`src/escape_time_fractal_iterator_top_defines.svh`:
```
// Assertion macros for the escape-time fractal iterator.
// Included by the modules that check their own logic; depends on i_clk and i_rst_n.
`ifndef ESCAPE_TIME_FRACTAL_ITERATOR_TOP_DEFINES_SVH
`define ESCAPE_TIME_FRACTAL_ITERATOR_TOP_DEFINES_SVH
`ifndef SYNTHESIS
// Same-cycle implication, disabled during reset
`define ETF_ASSERT_IMP(label, ante, cons) \
    label: assert property (@(posedge i_clk) disable iff (!i_rst_n) (ante) |-> (cons)) \
        else $error("etf assertion failed");
// Next-cycle implication, disabled during reset
`define ETF_ASSERT_NXT(label, ante, cons) \
    label: assert property (@(posedge i_clk) disable iff (!i_rst_n) (ante) |=> (cons)) \
        else $error("etf assertion failed");
`else
`define ETF_ASSERT_IMP(label, ante, cons)
`define ETF_ASSERT_NXT(label, ante, cons)
`endif
`endif

```
`src/etf_pkg.sv`:
```
// Shared types and constants of the escape-time fractal iterator.
// No dependencies; imported by etf_mul, the top level and the testbench.
package etf_pkg;

    // Coordinate word: signed two's complement fixed point
    localparam int COORD_BITS = 32;
    // Digit width of the serial multiplier
    localparam int MUL_DIGIT_BITS = 16;
    localparam int COUNT_BITS = 16;
    localparam int CFG_IDX_BITS = 2;
    localparam int MODE_BITS = 2;

    // Configuration register indexes
    localparam logic [CFG_IDX_BITS-1:0] CFG_MODE     = 2'd0;
    localparam logic [CFG_IDX_BITS-1:0] CFG_MAX_ITER = 2'd1;
    localparam logic [CFG_IDX_BITS-1:0] CFG_C_REAL   = 2'd2;
    localparam logic [CFG_IDX_BITS-1:0] CFG_C_IMAG   = 2'd3;

    // Fractal mode codes; the unused code behaves as Mandelbrot
    localparam logic [MODE_BITS-1:0] MODE_MANDEL = 2'd0;
    localparam logic [MODE_BITS-1:0] MODE_JULIA  = 2'd1;
    localparam logic [MODE_BITS-1:0] MODE_BURN   = 2'd2;

    typedef struct packed {
        logic signed [COORD_BITS-1:0] point_real;
        logic signed [COORD_BITS-1:0] point_imag;
    } t_point;

    typedef struct packed {
        logic [COUNT_BITS-1:0] iteration_count;
        logic                  escaped;
    } t_result;

    // Multiplier request: start, shift one bit less (2xy), return magnitude
    typedef struct packed {
        logic start;
        logic dbl;
        logic mag;
    } t_mul_req;

    typedef struct packed {
        logic busy;
        logic done;
    } t_mul_sts;

endpackage

```
`src/etf_mul.sv`:
```
// Shared fixed-point multiplier: digit-serial magnitude product, truncating shift
// and saturation to the coordinate range. Depends on etf_pkg and the defines header.
`include "escape_time_fractal_iterator_top_defines.svh"
module etf_mul #(
    parameter int FRAC_BITS = 28
) (
    input  logic                          i_clk,
    input  logic                          i_rst_n,
    input  etf_pkg::t_mul_req             i_req,
    input  logic [etf_pkg::COORD_BITS-1:0] i_op_a,
    input  logic [etf_pkg::COORD_BITS-1:0] i_op_b,
    output etf_pkg::t_mul_sts             o_sts,
    output logic [etf_pkg::COORD_BITS-1:0] o_prod
);
    import etf_pkg::*;

    localparam int CW   = COORD_BITS;
    localparam int DW   = MUL_DIGIT_BITS;
    localparam int ND   = (CW + DW - 1) / DW;
    localparam int BW   = ND * DW;
    localparam int AW   = 2 * CW;
    localparam int CNTW = $clog2(ND + 1);
    localparam logic [CW-1:0] QMAX = {1'b0, {(CW-1){1'b1}}};

    typedef enum logic [1:0] {MS_IDLE, MS_RUN, MS_FIN} t_mstate;

    t_mstate          r_state;
    logic [CNTW-1:0]  r_left;
    logic [CW-1:0]    r_a_mag;
    logic [BW-1:0]    r_b_mag;
    logic [AW-1:0]    r_acc;
    logic             r_neg;
    logic             r_dbl;
    logic             r_done;
    logic [CW-1:0]    r_prod;

    logic [CW-1:0]    a_mag;
    logic [CW-1:0]    b_mag;
    logic [CW+DW-1:0] part;
    logic [AW-1:0]    shifted;
    logic [CW-1:0]    lim;
    logic [CW-1:0]    mag_sat;
    logic [CW-1:0]    res;

    // Take operand magnitudes at start
    assign a_mag = i_op_a[CW-1] ? (~i_op_a + 1'b1) : i_op_a;
    assign b_mag = i_op_b[CW-1] ? (~i_op_b + 1'b1) : i_op_b;

    // One digit of b against all of a
    assign part = r_a_mag * r_b_mag[BW-1 -: DW];

    // Truncate toward zero, saturate, apply sign
    always_comb begin
        shifted = r_dbl ? (r_acc >> (FRAC_BITS - 1)) : (r_acc >> FRAC_BITS);
        lim     = QMAX + CW'(r_neg);
        mag_sat = (shifted > AW'(lim)) ? lim : shifted[CW-1:0];
        res     = r_neg ? (~mag_sat + 1'b1) : mag_sat;
    end

    // Sequence digits, most significant first
    always_ff @(posedge i_clk) begin
        if (!i_rst_n) begin
            r_state <= MS_IDLE;
            r_done  <= 1'b0;
        end else begin
            r_done <= 1'b0;
            unique case (r_state)
                MS_IDLE: begin
                    if (i_req.start) begin
                        r_a_mag <= a_mag;
                        r_b_mag <= BW'(b_mag);
                        r_acc   <= '0;
                        r_neg   <= (i_op_a[CW-1] ^ i_op_b[CW-1]) & ~i_req.mag;
                        r_dbl   <= i_req.dbl;
                        r_left  <= CNTW'(ND);
                        r_state <= MS_RUN;
                    end
                end
                MS_RUN: begin
                    r_acc   <= (r_acc << DW) + AW'(part);
                    r_b_mag <= r_b_mag << DW;
                    r_left  <= r_left - 1'b1;
                    if (r_left == CNTW'(1)) begin
                        r_state <= MS_FIN;
                    end
                end
                MS_FIN: begin
                    r_prod  <= res;
                    r_done  <= 1'b1;
                    r_state <= MS_IDLE;
                end
                default: begin
                    r_state <= MS_IDLE;
                end
            endcase
        end
    end

    assign o_sts.busy = (r_state != MS_IDLE);
    assign o_sts.done = r_done;
    assign o_prod     = r_prod;

    `ETF_ASSERT_NXT(a_done_pulse, r_done, !r_done)
    `ETF_ASSERT_NXT(a_fin_done, r_state == MS_FIN, r_done)
    `ETF_ASSERT_IMP(a_pos_nonneg, r_done && !r_neg, !r_prod[CW-1])

endmodule

```
`src/escape_time_fractal_iterator_top.sv`:
```
// Top level of the escape-time fractal iterator: configuration registers and
// the iteration sequencer around one shared etf_mul. Depends on etf_pkg, etf_mul.
//
// Usage:
//   Write configuration with i_cfg_we, i_cfg_index and i_cfg_wdata while idle:
//   index 0 fractal mode, 1 maximum count, 2 and 3 the Julia constant.
//   Present a point on i_point and raise start; the item is taken at the edge
//   where start is high and busy is low. busy stays high while the point runs.
//   The result appears on o_result for exactly one cycle with o_result_valid
//   high; the receiver cannot stall, so it must take it in that cycle.
//   Each iteration runs three products through the single digit-serial
//   multiplier (ND = ceil(32 / 16) = 2 digits of 16 bits, a finish step
//   and a handoff for each), plus the bound check and the escape test.
//   A point that stops at the bound raises the strobe from the bound
//   check; one that escapes raises it from the escape test. busy drops
//   with the result strobe, and a new point may be accepted in that cycle.
//   Reset (i_rst_n low, synchronous) returns the sequencer to idle, drops
//   any point in flight and loads the register defaults: Mandelbrot, 256
//   iterations, Julia constant -0.7 + 0.27015i.
`include "escape_time_fractal_iterator_top_defines.svh"
module escape_time_fractal_iterator_top #(
    parameter int FRAC_BITS = 28
) (
    input  logic                              i_clk,
    input  logic                              i_rst_n,
    input  logic                              i_cfg_we,
    input  logic [etf_pkg::CFG_IDX_BITS-1:0]  i_cfg_index,
    input  logic [etf_pkg::COORD_BITS-1:0]    i_cfg_wdata,
    input  logic                              start,
    input  etf_pkg::t_point                   i_point,
    output logic                              busy,
    output logic                              o_result_valid,
    output etf_pkg::t_result                  o_result
);
    import etf_pkg::*;

    localparam int CW = COORD_BITS;
    localparam logic [CW-1:0] QMAX = {1'b0, {(CW-1){1'b1}}};
    localparam logic [CW-1:0] QMIN = {1'b1, {(CW-1){1'b0}}};
    localparam logic [CW:0]   FOUR = (CW+1)'(4) << FRAC_BITS;

    // Julia constant defaults, truncated toward zero
    localparam logic [63:0] ONE      = 64'd1 << FRAC_BITS;
    localparam logic [63:0] C_RE_MAG = (64'd7 * ONE) / 64'd10;
    localparam logic [63:0] C_RE_NEG = 64'd0 - C_RE_MAG;
    localparam logic [63:0] C_IM_VAL = (ONE / 64'd100000) * 64'd27015
                                     + ((ONE % 64'd100000) * 64'd27015) / 64'd100000;

    typedef enum logic [2:0] {S_IDLE, S_CHECK, S_SQ_X, S_SQ_Y, S_ESC, S_XY} t_state;

    t_state                r_state;
    logic [MODE_BITS-1:0]  r_mode;
    logic [COUNT_BITS-1:0] r_max_iter;
    logic [CW-1:0]         r_jc_re;
    logic [CW-1:0]         r_jc_im;
    logic [CW-1:0]         r_x;
    logic [CW-1:0]         r_y;
    logic [CW-1:0]         r_cr;
    logic [CW-1:0]         r_ci;
    logic [CW-1:0]         r_x2;
    logic [CW-1:0]         r_y2;
    logic [CW-1:0]         r_diff;
    logic [COUNT_BITS-1:0] r_count;
    logic                  r_out_valid;
    t_result               r_out;

    t_mul_req              mul_req;
    t_mul_sts              mul_sts;
    logic [CW-1:0]         mul_a;
    logic [CW-1:0]         mul_b;
    logic [CW-1:0]         mul_prod;
    logic                  accept;
    logic                  below_max;
    logic                  escape;

    // Saturate a one-bit-wider sum to the coordinate range
    function automatic logic [CW-1:0] sat_wide(input logic [CW:0] s);
        if (s[CW] != s[CW-1]) begin
            return s[CW] ? QMIN : QMAX;
        end
        return s[CW-1:0];
    endfunction

    // Write configuration registers
    always_ff @(posedge i_clk) begin
        if (!i_rst_n) begin
            r_mode     <= MODE_MANDEL;
            r_max_iter <= COUNT_BITS'(256);
            r_jc_re    <= C_RE_NEG[CW-1:0];
            r_jc_im    <= C_IM_VAL[CW-1:0];
        end else if (i_cfg_we) begin
            unique case (i_cfg_index)
                CFG_MODE:     r_mode     <= i_cfg_wdata[MODE_BITS-1:0];
                CFG_MAX_ITER: r_max_iter <= i_cfg_wdata[COUNT_BITS-1:0];
                CFG_C_REAL:   r_jc_re    <= i_cfg_wdata;
                CFG_C_IMAG:   r_jc_im    <= i_cfg_wdata;
            endcase
        end
    end

    assign busy      = (r_state != S_IDLE);
    assign accept    = start && !busy;
    assign below_max = (r_count < r_max_iter);
    // Squares are never negative, so the saturating sum compares the same
    assign escape    = (({1'b0, r_x2} + {1'b0, r_y2}) > FOUR);

    // Drive the shared multiplier: x*x, then y*y, then 2xy
    always_comb begin
        mul_req.start = ((r_state == S_CHECK) && below_max)
                     || ((r_state == S_SQ_X) && mul_sts.done)
                     || ((r_state == S_ESC) && !escape);
        mul_req.dbl   = (r_state == S_ESC);
        mul_req.mag   = (r_state == S_ESC) && (r_mode == MODE_BURN);
        mul_a         = (r_state == S_SQ_X) ? r_y : r_x;
        mul_b         = (r_state == S_CHECK) ? r_x : r_y;
    end

    etf_mul #(
        .FRAC_BITS (FRAC_BITS)
    ) u_mul (
        .i_clk   (i_clk),
        .i_rst_n (i_rst_n),
        .i_req   (mul_req),
        .i_op_a  (mul_a),
        .i_op_b  (mul_b),
        .o_sts   (mul_sts),
        .o_prod  (mul_prod)
    );

    // Sequence one point through its iterations
    always_ff @(posedge i_clk) begin
        if (!i_rst_n) begin
            r_state     <= S_IDLE;
            r_out_valid <= 1'b0;
        end else begin
            r_out_valid <= 1'b0;
            unique case (r_state)
                S_IDLE: begin
                    if (accept) begin
                        r_count <= '0;
                        if (r_mode == MODE_JULIA) begin
                            r_x  <= i_point.point_real;
                            r_y  <= i_point.point_imag;
                            r_cr <= r_jc_re;
                            r_ci <= r_jc_im;
                        end else begin
                            r_x  <= '0;
                            r_y  <= '0;
                            r_cr <= i_point.point_real;
                            r_ci <= i_point.point_imag;
                        end
                        r_state <= S_CHECK;
                    end
                end
                S_CHECK: begin
                    if (below_max) begin
                        r_state <= S_SQ_X;
                    end else begin
                        r_out.iteration_count <= r_count;
                        r_out.escaped         <= 1'b0;
                        r_out_valid           <= 1'b1;
                        r_state               <= S_IDLE;
                    end
                end
                S_SQ_X: begin
                    if (mul_sts.done) begin
                        r_x2    <= mul_prod;
                        r_state <= S_SQ_Y;
                    end
                end
                S_SQ_Y: begin
                    if (mul_sts.done) begin
                        r_y2    <= mul_prod;
                        r_state <= S_ESC;
                    end
                end
                S_ESC: begin
                    if (escape) begin
                        r_out.iteration_count <= r_count;
                        r_out.escaped         <= 1'b1;
                        r_out_valid           <= 1'b1;
                        r_state               <= S_IDLE;
                    end else begin
                        r_diff  <= sat_wide({r_x2[CW-1], r_x2} - {r_y2[CW-1], r_y2});
                        r_state <= S_XY;
                    end
                end
                S_XY: begin
                    if (mul_sts.done) begin
                        r_x     <= sat_wide({r_diff[CW-1], r_diff} + {r_cr[CW-1], r_cr});
                        r_y     <= sat_wide({mul_prod[CW-1], mul_prod} + {r_ci[CW-1], r_ci});
                        r_count <= r_count + 1'b1;
                        r_state <= S_CHECK;
                    end
                end
                default: begin
                    r_state <= S_IDLE;
                end
            endcase
        end
    end

    assign o_result_valid = r_out_valid;
    assign o_result       = r_out;

    `ETF_ASSERT_NXT(a_accept_busy, accept, busy)
    `ETF_ASSERT_IMP(a_mul_free, mul_req.start, !mul_sts.busy)
    `ETF_ASSERT_IMP(a_count_bound, o_result_valid, o_result.iteration_count <= r_max_iter)
    `ETF_ASSERT_IMP(a_escape_below, o_result_valid && o_result.escaped,
                    o_result.iteration_count < r_max_iter)

endmodule

```
`config.mk`:
```
export PLATFORM = sky130hd
export DESIGN_NAME = escape_time_fractal_iterator_top
export DESIGN_NICKNAME = d
export VERILOG_FILES = /design/src/etf_pkg.sv /design/src/etf_mul.sv /design/src/escape_time_fractal_iterator_top.sv
export VERILOG_INCLUDE_DIRS = /design/src /design/src/src
export SDC_FILE = /design/constraint.sdc
export NUM_CORES = 2
export LEC_CHECK = 0
export ABC_AREA = 1
export BUFFER_PORTS_ARGS = -buffer_cell sky130_fd_sc_hd__buf_2
export CORE_MARGIN = 2
export CORE_UTILIZATION = 35
export DETAILED_ROUTE_END_ITERATION = 8
export GPL_TIMING_DRIVEN = 0
export SYNTH_ARGS = -nofsm -noshare
export SYNTH_HDL_FRONTEND = slang
export SYNTH_SLANG_ARGS = --single-unit
```
`constraint.sdc`:
```
create_clock -name i_clk -period 19.9 [get_ports i_clk]
set_input_delay 1.99 -clock i_clk [delete_from_list [all_inputs] [get_ports i_clk]]
set_output_delay 1.99 -clock i_clk [all_outputs]
set_load 0.02 [all_outputs]
```
# ---- After elaboration in Yosys (flattened, before gate mapping)
# Index checks and enable logic that the tools add are counted.
dict set report totals {
  wordCells 167
  in_bits 102
  output_inout_bits 19
  reg_bits 510
}
dict set report op_classes {
  eq_ne 24
  bitwise 7
  n_mul 1
  reduce_logical 31
  n_lt_le_gt_ge 3
  n_addsub 11
  muxes 64
}
# operator n
set op_table {}
lappend op_table {{$mux 32} 23}
lappend op_table {{$pmux 32 s2} 3}
lappend op_table {{$pmux 64 s2} 1}
lappend op_table {{$add 32x32->33} 3}
lappend op_table {{$add 32x1->32 const B} 3}
lappend op_table {{$not 32->32} 3}
lappend op_table {{$add 64x48->64} 1}
lappend op_table {{$gt 64x32->1} 1}
lappend op_table {{$mux 64} 1}
lappend op_table {{$mul 32x16->48} 1}
lappend op_table {{$mux 37} 1}
lappend op_table {{$mux 17} 2}
lappend op_table {{$pmux 17 s2} 1}
lappend op_table {{$gt 33x31->1 const B} 1}
lappend op_table {{$sub 32x32->33} 1}
lappend op_table {{$add 31x1->32 const A} 1}
lappend op_table {{$mux 16} 2}
lappend op_table {{$pmux 16 s2} 1}
lappend op_table {{$mux 31} 1}
lappend op_table {{$pmux 3 s6} 1}
lappend op_table {{$reduce_and 3->1} 6}
lappend op_table {{$add 16x1->16 const B} 1}
lappend op_table {{$lt 16x16->1} 1}
lappend op_table {{$mux 1} 15}
lappend op_table {{other kinds (25)} 66}

# ---- Depth between registers and ports, before layout
dict set report logic_depth {
  depth_word 9
  ltp_mapped 31
  mapped_depth_nobuf 29
}

# ---- Hierarchy
# From an unflattened synthesis, not the netlist that was laid out.
dict set report hier_totals {
  hier_cells 6542
  hier_area_um2 50622.3
}
# mod area_per_inst_um2 seq_area_each_um2 cells_per_inst n_inst
set modules_own_cells {}
lappend modules_own_cells {etf_mul 28188.3 4984.8 3664 1}
lappend modules_own_cells {escape_time_fractal_iterator_top 22434.0 9439.1 2878 1}

# ---- Worst setup path before layout
# Ideal clock, no wire load.
dict set report synth_timing {
  path_kind {input to register}
  start {input port i_rst_n}
  end {register r_count[0], enable pin}
  arrival_ps 7956
  setup_slack_ps 11315
  stages 3
  setup_time_ps 629
  cell_sequence {clkbuf_1 > nand2_1 > o21ai_0}
}
dict set report synth_via {
  elab_chain_cells 1
}
# element line
set synth_lines {}
lappend synth_lines {{start, declared} escape_time_fractal_iterator_top.sv:25} ;# input logic i_rst_n,
lappend synth_lines {{$reduce_and 4->1 (no source line)} --}
lappend synth_lines {{end signal, assigned} escape_time_fractal_iterator_top.sv:192} ;# r_count <= r_count + 1'b1;
lappend synth_lines {{end, declared} escape_time_fractal_iterator_top.sv:63} ;# logic [COUNT_BITS-1:0] r_count;
# Every way passes these cells.
# A chain may end at the register's enable or synchronous reset.

# ---- Final worst setup path
dict set report layout_timing {
  start {register u_mul.r_b_mag[27]}
  end {register u_mul.r_acc[59] (data pin)}
}
dict set report layout_via {
  elab_chain_cells 3
}
# element line
set layout_lines {}
lappend layout_lines {{start, declared} etf_mul.sv:30} ;# logic [BW-1:0] r_b_mag;
lappend layout_lines {{start signal, assigned} etf_mul.sv:71} ;# r_b_mag <= BW'(b_mag);
lappend layout_lines {{start signal, assigned} etf_mul.sv:81} ;# r_b_mag <= r_b_mag << DW;
lappend layout_lines {{$mul 32x16->48} etf_mul.sv:50} ;# assign part = r_a_mag * r_b_mag[BW-1 -: DW];
lappend layout_lines {{$add 64x48->64} etf_mul.sv:80} ;# r_acc <= (r_acc << DW) + AW'(part);
lappend layout_lines {{$pmux 64 s2} etf_mul.sv:67} ;# unique case (r_state)
lappend layout_lines {{end signal, assigned} etf_mul.sv:80}
lappend layout_lines {{end, declared} etf_mul.sv:31} ;# logic [AW-1:0] r_acc;
# Every way passes these cells.

==> flow_summary_export.csv <==
group,metric,value,unit
status,status,"complete, no violations",
sta,period_needed,8.27,ns
yosys,ys.flop_type,"edfxtp_1",
clocking,cts_buffers,58,
route,firstDrtPassIters,7,
yosys,avgSynthCellArea,7.71,um2
die,initial_core_util,35.2,%
finish,layout_common_cells,"nand2_1 (1778), inv_1 (1327), fa_1 (454)",
sta,slew_headroom,6.94,%
worst_setup_path,r2r_slack,11.63,ns
worst_setup_path,startpoint,"u_mul.r_b_mag[27]",
yosys,syn_area,50600,um2
clocking,cts_sinks,510,
clocking,cts-root-buf,"clkbuf_16",
yosys,yosys_warnings,0,
clocking,cts_max_path_buffers,3,
global_routing,grt_pass1_wl,267000,um
yosys,async_flop_share,0,%
worst_setup_path,cp-end-kind,"flop",
die,io_pins,121,
flow_run,drv_cap,0,
worst_setup_path,cp_max_fo,10,
min_path,hp-start,"r_jc_im[16]",
route,avgViaCountPerCell,4.99,
yosys,yosysSeqAreaShare,28.5,%
die,rows,139,
worst_setup_path,worstPathArrival,8.68,ns
route,post_drt_wl_per_cell,20.2,um
global_routing,grt_max_degree,35,
finish,layout-drive-gt1-share,5.24,%
finish,antennaDiodeCount,0,
clocking,cts_resized,0,
worst_setup_path,crit_end,"u_mul.r_acc[59]",
worst_setup_path,reg2reg_depth,27,
place,port_buffers,119,
worst_setup_path,worst_r2r_endpoint,"u_mul.r_acc[59]",
place,gp_congestion,0.974,
clocking,insertion_delay,0.67,ns
finish,layout_commonest_cell,"nand2_1",
route,postRouteAntennaNets,0,
global_routing,grt-ovfl-total,0,
yosys,syn_nets,7428,
die,dieArea,147000,um2
sta,max_freq,121,MHz
worst_setup_path,crit_type,"flop to flop",
sta,tns,0,ns
clocking,post-cts-setup-buffers,0,
min_path,hold_class,"flop to flop",
place,dp.final_hpwl,147000,um
sta,finClkSkew,0.0457,ns
sta,grt_setup_unrepaired,"no",
route,routed_wl,175000,um
worst_setup_path,reg2reg_from,"u_mul.r_b_mag[27]",
finish,fill_cells,15000,
yosys,synth_enable_flop_cells,421,
clocking,hold_buffers,0,
route,vias,43400,
yosys,synth_top_cell_by_area,"edfxtp_1",
sta,finalSetupViolations,0,
yosys,synthTopCellsByArea,"edfxtp_1 (25%), fa_1 (18%), nand2_1 (13%), inv_1 (9.9%), ha_1 (7.8%)",
sta,tightestPinTransition,1.39,ns
min_path,hold_path_depth,2,
clocking,clk_pin_slew,0.07,ns
die,core,143000,um2
yosys,ys_seq_elements,510,
route,drt_iter0_markers,3485,
sta,post-route-period-util,41.6,%
worst_setup_path,startpoint_type,"flop",
yosys,synth_top_area_share,25.0,%
yosys,synth_cell_types,60,
finish,layout.nets,7618,
sta,slew_viol_final,0,
clocking,cts.htree.levels,2,
sta,hold_viol_final,0,
yosys,syn-instance-count,6556,
route,drc,0,
finish,syn2layout_area_growth,10.2,%
die,die_h,384,um
clocking,cts_tree,"done",
die,die_width,384,um
global_routing,grt_pass1_vias,43700,
global_routing,grt_use_total,23.9,%
global_routing,antenna_found_initial,5,
worst_setup_path,cp_data_required_time,20.31,ns
-- worst min-delay path by stage --
stage,end,slack (ns)
2_1_floorplan,r_jc_im[10],0.42
3_3_place_gp,r_jc_im[16],0.44
6_report,r_jc_im[16],0.45
3_5_place_dp,r_jc_im[16],0.44
4_1_cts,r_jc_im[16],0.45
5_1_grt,r_jc_im[11],0.48
-- layer usage --
metal	vias to the layer above	global-route usage (%)	routed length, um
met3	274	2.58	10300
met2	1416	40.0	81800
li1	20800	-	-
met5	-	0	0
met4	0	9.48	8020
met1	20900	31.5	75300
-- worst max-delay path, stage by stage (launching register included) --
cell and delay [ns]:
edfxtp_1 0.78, clkbuf_1 0.89, nand2_1 0.17, fa_1 0.56
inv_1 0.05, ha_1 0.27, inv_1 0.05, fa_1 0.54
inv_1 0.06, fa_1 0.54, fa_1 0.56, inv_1 0.06
fa_1 0.61, inv_1 0.07, ha_1 0.42, nand2_1 0.15
nor2_1 0.21, nand2_1 0.08, o21ai_0 0.48, nand2_1 0.20
nand2_1 0.18, a31oi_1 0.16, o21ai_0 0.41, nand2_1 0.10
nand2_1 0.15, nand3_1 0.09, nand2_1 0.07, nor2_1 0.06
-- layout make-up --
cell class                 instances  area [um2]  share of cell area, %
clock buffer                      73        1580                   2.84
clock inverter                    34         322                  0.577
timing repair buffer             130         823                   1.48
sequential                       510       14400                   25.9
multi-input combinational       4445       30100                   54.0
inverter                        1341        5040                   9.04
buffer                           260        1090                   1.96
tap                             1903        2380                   4.27
-- logic make-up (layout without fill, tap and decap cells) --
kind of cell    count (synthesis)  in the layout  share of synthesized area [%]
xor+xnor                      133            133                           2.30
fa+ha+maj                     770            770                           25.8
mux                             5              5                          0.106
buf+inv                      1601           1838                           12.1
simple gates                 2617           2617                           21.0
flops                         510            510                           28.5
compound gates                920            920                           10.1
-- synth_stat cells, types with 6 or more instances --
cell	count
a21boi_0	38
a21o_1	11
a21oi_1	372
a31oi_1	35
buf_1	13
buf_2	43
clkbuf_1	195
dfxtp_1	89
edfxtp_1	421
fa_1	454
ha_1	316
inv_1	1327
inv_2	9
nand2_1	1778
nand2_2	12
nand3_1	221
nand3_2	6
nand3b_1	13
nand4_1	46
nor2_1	435
nor3_1	53
nor3_2	6
nor4_1	17
o2111ai_1	6
o211ai_1	9
o21a_1	39
o21ai_0	321
o21ai_1	28
o21ai_2	8
o21bai_1	29
xnor2_1	36
xor2_1	97
-- flip-flops by register name, summed over array words and instances (netlist names) --
| signal | flops |
|---|---|
| r_y2 | 32 |
| r_count | 16 |
| r_diff | 32 |
| r_mode | 2 |
| u_mul.r_b_mag | 32 |
| u_mul.r_neg | 1 |
| u_mul.r_state | 2 |
| r_jc_re | 32 |
| u_mul.r_acc | 64 |
| u_mul.r_a_mag | 32 |
| u_mul.r_dbl | 1 |
| u_mul.r_done | 1 |
| r_x | 32 |
| r_cr | 32 |
| r_x2 | 32 |
| u_mul.r_left | 2 |
| r_state | 3 |
| o_result_valid | 1 |
| u_mul.o_prod | 32 |
| r_max_iter | 16 |
| o_result | 17 |
| r_y | 32 |
| r_ci | 32 |
| r_jc_im | 32 |
-- through the flow --
step	hold slack, ns	area [um2]	util, %	setup WS, ns	std cells
4_1_cts	0.452	55700	38.8	11.67	8696
3_5_place_dp	0.442	53800	37.5	11.73	8589
2_1_floorplan	0.425	50600	-	11.32	6556
5_1_grt	0.479	55700	38.8	11.34	8696
6_report	0.453	55700	38.8	11.63	8696
3_3_place_gp	0.439	53500	37.3	8.12	8578
Power is left out: the tool's default activity adds up to more than one toggle a clock period on the data nets, which glitch-free logic cannot reach.
